`src/rtl/msm_pkg.sv`:
```
package msm_pkg;

	localparam int IN_W       = 56;
	localparam int OUT_W      = 104;
	localparam int CFG_IDX_W  = 3;
	localparam int CFG_DATA_W = 32;
	localparam int DELTA_W    = 16;
	localparam int ELAPSED_W  = 20;
	localparam int Q_W        = 32;
	localparam int RATE_W     = 20;
	localparam int CPI_W      = 16;
	localparam int EXP_W      = 3;
	localparam int MFR_W      = 10;
	localparam int K_W        = 22;

	localparam logic [K_W-1:0]    K_CM_S     = 22'd2540000;
	localparam logic [K_W-1:0]    K_CNT_MS   = 22'd1000;
	localparam logic [RATE_W-1:0] MILLION    = 20'd1000000;
	localparam logic [MFR_W-1:0]  MFR_RESET  = 10'd125;
	localparam logic [EXP_W-1:0]  EXP_RESET  = 3'd1;

	typedef enum logic [CFG_IDX_W-1:0] {
		REG_SENS,
		REG_GAIN,
		REG_OFFSET,
		REG_CAP,
		REG_EXP,
		REG_CPI,
		REG_MFR
	} reg_idx_t;

	typedef enum logic [4:0] {
		OP_NONE,
		OP_LOAD,
		OP_SQX,
		OP_SQY,
		OP_SQRT_INIT,
		OP_SQRT_STEP,
		OP_KLO,
		OP_KHI,
		OP_DEN,
		OP_DIVS_INIT,
		OP_DIV_STEP,
		OP_SPEED,
		OP_TMUL,
		OP_TTAKE,
		OP_POW_STEP,
		OP_MCALC,
		OP_DIVP_INIT,
		OP_POLL,
		OP_DIVF_INIT,
		OP_FRAME,
		OP_EMIT
	} op_t;

	typedef struct packed {
		logic close;
		logic last;
		logic pow_zero;
	} stat_t;

endpackage

```
`src/rtl/msm_ctrl.sv`:
```
module msm_ctrl (
	input  logic           clk,
	input  logic           arst_n,
	input  logic           in_valid,
	output logic           in_ready,
	output logic           out_valid,
	input  logic           out_ready,
	output msm_pkg::op_t   op,
	input  msm_pkg::stat_t stat
);
	import msm_pkg::*;

	typedef enum logic [4:0] {
		ST_IDLE, ST_CHECK, ST_SQX, ST_SQY, ST_SQI, ST_SQRT, ST_KLO, ST_KHI, ST_DEN,
		ST_DSI, ST_DIVS, ST_SPEED, ST_TMUL, ST_TTAKE, ST_POW, ST_MCALC, ST_DPI,
		ST_DIVP, ST_POLL, ST_DFI, ST_DIVF, ST_FRAME, ST_EMIT
	} state_t;

	state_t state_q;
	state_t state_nx;
	logic   out_valid_q;
	logic   emit;

	assign in_ready  = (state_q == ST_IDLE);
	assign out_valid = out_valid_q;
	assign emit      = (state_q == ST_EMIT) && (!out_valid_q || out_ready);

	always_comb begin
		op       = OP_NONE;
		state_nx = state_q;
		case (state_q)
			ST_IDLE: begin
				if (in_valid) begin
					op       = OP_LOAD;
					state_nx = ST_CHECK;
				end
			end
			ST_CHECK: state_nx = stat.close ? ST_SQX : ST_IDLE;
			ST_SQX: begin
				op       = OP_SQX;
				state_nx = ST_SQY;
			end
			ST_SQY: begin
				op       = OP_SQY;
				state_nx = ST_SQI;
			end
			ST_SQI: begin
				op       = OP_SQRT_INIT;
				state_nx = ST_SQRT;
			end
			ST_SQRT: begin
				op = OP_SQRT_STEP;
				if (stat.last) state_nx = ST_KLO;
			end
			ST_KLO: begin
				op       = OP_KLO;
				state_nx = ST_KHI;
			end
			ST_KHI: begin
				op       = OP_KHI;
				state_nx = ST_DEN;
			end
			ST_DEN: begin
				op       = OP_DEN;
				state_nx = ST_DSI;
			end
			ST_DSI: begin
				op       = OP_DIVS_INIT;
				state_nx = ST_DIVS;
			end
			ST_DIVS: begin
				op = OP_DIV_STEP;
				if (stat.last) state_nx = ST_SPEED;
			end
			ST_SPEED: begin
				op       = OP_SPEED;
				state_nx = ST_TMUL;
			end
			ST_TMUL: begin
				op       = OP_TMUL;
				state_nx = ST_TTAKE;
			end
			ST_TTAKE: begin
				op       = OP_TTAKE;
				state_nx = ST_POW;
			end
			ST_POW: begin
				if (stat.pow_zero) begin
					state_nx = ST_MCALC;
				end else begin
					op = OP_POW_STEP;
				end
			end
			ST_MCALC: begin
				op       = OP_MCALC;
				state_nx = ST_DPI;
			end
			ST_DPI: begin
				op       = OP_DIVP_INIT;
				state_nx = ST_DIVP;
			end
			ST_DIVP: begin
				op = OP_DIV_STEP;
				if (stat.last) state_nx = ST_POLL;
			end
			ST_POLL: begin
				op       = OP_POLL;
				state_nx = ST_DFI;
			end
			ST_DFI: begin
				op       = OP_DIVF_INIT;
				state_nx = ST_DIVF;
			end
			ST_DIVF: begin
				op = OP_DIV_STEP;
				if (stat.last) state_nx = ST_FRAME;
			end
			ST_FRAME: begin
				op       = OP_FRAME;
				state_nx = ST_EMIT;
			end
			ST_EMIT: begin
				if (emit) begin
					op       = OP_EMIT;
					state_nx = ST_IDLE;
				end
			end
			default: state_nx = ST_IDLE;
		endcase
	end

	always_ff @(posedge clk or negedge arst_n) begin
		if (!arst_n) begin
			state_q     <= ST_IDLE;
			out_valid_q <= 1'b0;
		end else begin
			state_q <= state_nx;
			if (emit) begin
				out_valid_q <= 1'b1;
			end else if (out_ready) begin
				out_valid_q <= 1'b0;
			end
		end
	end

endmodule

```
`config.mk`:
```
export PLATFORM = sky130hd
export DESIGN_NAME = msm_ctrl
export DESIGN_NICKNAME = d
export VERILOG_FILES = /design/src/rtl/msm_pkg.sv /design/src/rtl/msm_ctrl.sv
export SDC_FILE = /design/constraint.sdc
export NUM_CORES = 1
export LEC_CHECK = 0
export BUFFER_PORTS_ARGS = -buffer_cell sky130_fd_sc_hd__buf_2
export CELL_PAD_IN_SITES_DETAIL_PLACEMENT = 1
export CELL_PAD_IN_SITES_GLOBAL_PLACEMENT = 2
export CORE_ASPECT_RATIO = 0.9
export CORE_MARGIN = 2
export CORE_UTILIZATION = 33
export DETAILED_ROUTE_END_ITERATION = 8
export PLACE_DENSITY_LB_ADDON = 0.25
export SLEW_MARGIN = 10
export SYNTH_ARGS = -nofsm -noshare
export SYNTH_HDL_FRONTEND = slang
export SYNTH_SLANG_ARGS = --single-unit
```
`constraint.sdc`:
```
create_clock -name clk -period 2.9 [get_ports clk]
set_input_delay 0.58 -clock clk [delete_from_list [all_inputs] [get_ports clk]]
set_output_delay 0.58 -clock clk [all_outputs]
set_load 0.005 [all_outputs]
```
## Word-level counts from Yosys, hierarchy flattened

Index checks and enable logic that the tools add are counted.

| word-level totals | value |
|---|---|
| bits in registers | 6 |
| bits in latches | 0 |
| RAM bits | 0 |
| bits in read-only memories | 0 |
| memories | 0 |

| operators by class | value |
|---|---|
| add/subtract/negate cells | 0 |
| $mul | 0 |
| div/mod/pow operators | 0 |
| $lt $le $gt $ge | 0 |
| equality and inequality tests | 29 |
| shift-type cells | 0 |
| mux-type cells | 15 |
| bitwise logic cells | 0 |
| reduce and logical (&&, ||, !) cells | 7 |

Operator list:

| cell | number |
|---|---|
| 5-bit case mux with 23 select lines | 1 |
| 5-bit case mux with 20 select lines | 1 |
| 5-bit by 4-bit equality test with 1-bit output (second input constant) | 8 |
| 5-bit two-way mux | 8 |
| 5-bit equality test (second input constant) | 7 |
| 5-bit by 3-bit equality test with 1-bit output (second input constant) | 4 |
| 2-bit inequality test (second input constant) | 7 |
| 5-bit by 2-bit equality test with 1-bit output (second input constant) | 2 |
| 7-bit AND reduction | 1 |
| 5-bit by 1-bit equality test with 1-bit output (second input constant) | 1 |
| 5-bit zero test | 1 |
| 4-bit two-way mux | 1 |
| 1-bit two-way mux | 3 |
| 3-bit OR reduction | 1 |
| 2-bit two-way mux | 1 |
| 2-bit nonzero test | 1 |
| 1-bit logical AND | 1 |
| 1-bit zero test | 1 |
| 1-bit logical OR | 1 |

## Logic depth before layout (Yosys ltp)

| logic depth | value |
|---|---|
| depth in word-level cells | 5 |
| depth in mapped cells | 6 |
| depth with buffers taken out | 4 |

## Worst setup path after synthesis

Ideal clock, no wire load.

| timing path | value |
|---|---|
| path kind | flip-flop to output port |
| start point | register state_q[1] |
| end point | output op[4] |
| arrival | 1156 ps |
| data required time | 2320 ps |
| setup slack | 1164 ps |
| cell stages (with the launch flop) | 6 |
| cells stage by stage | dfrtp_1 > buf_6 > clkbuf_1 > a21oi_1 > a31o_2 > a21oi_1 |

| between the ends | value |
|---|---|
| cells in the longest elaborated chain, start to end | 4 |
| elaborated cells on any way between the ends | 26 |
| those cells by class | eq/ne (21); mux (2); reduce/logical (3) |

Ends and longest elaborated chain:

| what | line | RTL |
|---|---|---|
| start, declared | msm_ctrl.sv:19 | `state_t state_q;` |
| start signal, assigned | msm_ctrl.sv:137 | `state_q <= state_nx;` |
| 5-bit equality test | msm_ctrl.sv:26, msm_ctrl.sv:31 |  |
| 1-bit logical AND | msm_ctrl.sv:26 | `assign emit = (state_q == ST_EMIT) && (!out_valid_q \|\| out_ready);` |
| 5-bit two-way mux | msm_ctrl.sv:123 | `if (emit) begin` |
| 5-bit case mux with 20 select lines (*) | msm_ctrl.sv:31 | `case (state_q)` |
| end, declared | msm_ctrl.sv:8 | `output msm_pkg::op_t op,` |

Mark *: on every way between the ends. The rest lies on a longest branch, timed or not.

## Final worst setup path

| timing path | value |
|---|---|
| start point | register state_q[4] |
| end point | output op[2] |

Same word-level chain as after synthesis.

==> out/metrics.cfg <==
[detailed_routing]
wire_per_inst_um = 15.5
drt-initial-drc-count = 7
vias_per_cell = 5.60
routed_wl_um = 1750
antenna_left = 0
route.detailed.drc = 0
drtPass1Iterations = 4
num_vias = 633

[clock_tree]
numClockSinks = 6
cts_made_buffers = 3
cts_tree = done
clock_latency_ns = 0.24
cts-root-buf = clkbuf_4
cts_resized = 0
cts_buffer_depth = 2
htree_levels = 1
hold_buffers = 0
cts_setup_buffers = 0
clk_pin_slew_ns = 0.04

[global_route]
globalRouteMet2Util_pct = 26.7
grt_pass1_vias = 580
grt_max_degree = 21
antenna_found_initial = 0
gr-usage-met1_pct = 22.2
grt_pass1_wl_um = 2870
grt_remaining_overflow = 0
gr-usage-all-layers_pct = 16.3
grt-busiest-layer = met2
use_met3_pct = 4.22

[die]
core_area_um2 = 1910
die_w_um = 51.5
start_util_pct = 35.0
die-area_um2 = 2410
placementRows = 15
ios = 14
chipHeight_um = 46.7

[setup_path]
path_max_fanout = 19
startpoint_type = register
critical_path_class = register to output pin
cp.arrival_ns = 1.83
reg2reg_slack_ns = 0.86
reg2reg_depth = 4
worst_setup_path_end_kind = output pin
required_ns = 2.32

[place]
post-dp-hpwl_um = 1200
placement.cell_area_um2 = 698
placed_cells = 110
io_buffers = 13
pre_cts_ws_ns = 0.764
gp_congestion = 0.718

[pwr]
ir_drop_v = 0.000608
p_leak_nw = 0.297
powerDensity_nw_per_um2 = 1240

[status]
run_status = finished, final reports clean

[sta]
setup_violations = 0
whs_ns = 0.150
tns_ns = 0
fin_skew_ns = 0.00213
rsz0062_at_grt = false
max_freq_ghz = 0.414
layout_setup_ws_ns = 0.487
report.final.hold_viol_count = 0
fin_crit_ns = 2.41
tightestPinTransition_ns = 0.710
post-route-period-util_pct = 83.2
maxSlewViolCount = 0
maxSlewHeadroom_pct = 52.7

[synth]
synthesis.nets = 88
ys_seq_area_share_pct = 22.4
syn-cell-area_um2 = 669
ys_warn_count = 0
synth_cells = 81
synth-seq-cells = 6
avgSynthCellArea_um2 = 8.26
ys_types = 35

[final_layout]
area_growth_syn_to_layout_pct = 7.66
nets = 97
instances_no_fill = 113
final_cell_area_um2 = 721
drive_above_1_share_pct = 26.1
num_antenna_cells = 0

[worst_hold_path]
hold_path.class = input pin to async pin

[run]
cap_violations = 0

## power breakdown
part | switching (mW) | internal (mW)
Sequential | 0.198 | 0.121
Combinational | 0.227 | 0.270
Clock | 0.0296 | 0.0468
Total | 0.454 | 0.438
## state kept, by name, summed over array words and instances, names as in the netlist
| register | count |
|---|---|
| out_valid | 1 |
| state_q | 5 |
## worst max-delay path, stage by stage, from the launching register on
cell and delay [ns]:
dfrtp_1 0.79, inv_1 0.24, a21oi_1 0.17, nor2_1 0.05, o21a_1 0.20, buf_2 0.12
## cells in the final DEF (no fill, tap or decap), drive strengths merged, types with 3 or more instances in the layout
| cell type | netlist | final |
|---|---|---|
| clkbuf | 1 | 3 |
| buf | 8 | 13 |
| inv | 4 | 4 |
| a21oi | 12 | 12 |
| nand3 | 3 | 3 |
| o21ai | 5 | 5 |
| nor2 | 6 | 6 |
| dfrtp | 6 | 6 |
| nand4bb | 3 | 3 |
| nand2 | 8 | 8 |
## final cells by class
type                       instances  area (µm²)
fill                             250        1190
multi-input combinational         62         437
sequential                         6         150
timing repair buffer              13        65.1
tap                               25        31.3
clock buffer                       3        22.5
inverter                           4        15.0
## through the flow
step | power, mW | util (%)
2_1_floorplan | 0.728 | -
3_5_place_dp | 0.819 | 36.5
3_3_place_gp | 0.811 | 36.5
5_1_grt | 0.981 | 37.6
6_report | 0.892 | 37.6
4_1_cts | 0.901 | 37.6
## cell families after synthesis
family                 synth area share (%)
AO/OA/AOI/OAI                          29.2
multiplexers                           3.92
XOR/XNOR                               3.93
buffers and inverters                  12.3
AND/OR/NAND/NOR                        28.2
flip-flops                             22.4
## path summary, 6_finish.rpt
kind / from / endpoint
max reg2reg: state_q[1] / state_q[1]
min reg2reg: out_valid / out_valid
max: state_q[4] / op[2]
min in group clk: out_valid / out_valid
min: arst_n / out_valid
max in group asynchronous: arst_n / state_q[3]
## per-layer routing
layer / part of all wire, % / up-vias
li1: - / 310
met1: 50 / 312
met2: 47 / 11
met3: 3.0 / 0
met4: 0 / 0
met5: 0 / -
## cell usage after synthesis (all sizes together)
| library cell | instances | share of area (%) |
|---|---|---|
| a22o | 1 | 1.3 |
| or3b | 1 | 1.3 |
| or4 | 1 | 1.1 |
| or2 | 1 | 1.3 |
| a21o | 1 | 1.1 |
| a21oi | 12 | 9.5 |
| a221oi | 2 | 2.6 |
| a2111oi | 1 | 4.1 |
| buf | 8 | 9.5 |
| mux2 | 2 | 3.9 |
| nor2b | 1 | 0.94 |
| dfrtp | 6 | 22 |
| o21ai | 5 | 3.7 |
| inv | 4 | 2.2 |
| nand3 | 3 | 2.2 |
| nor4 | 1 | 3.2 |
| clkbuf | 1 | 0.56 |
| nand3b | 1 | 1.1 |
| nand2b | 2 | 1.9 |
| o31ai | 1 | 1.1 |
| nand2 | 8 | 4.5 |
| o21a | 1 | 1.1 |
| a31o | 1 | 1.3 |
| o22ai | 1 | 0.94 |
| nor4b | 1 | 2.2 |
| xor2 | 2 | 2.6 |
| a211oi | 2 | 2.2 |
| xnor2 | 1 | 1.3 |
| nand4bb | 3 | 5.0 |
| nor2 | 6 | 3.4 |
Power figures use the tool's default switching activity.
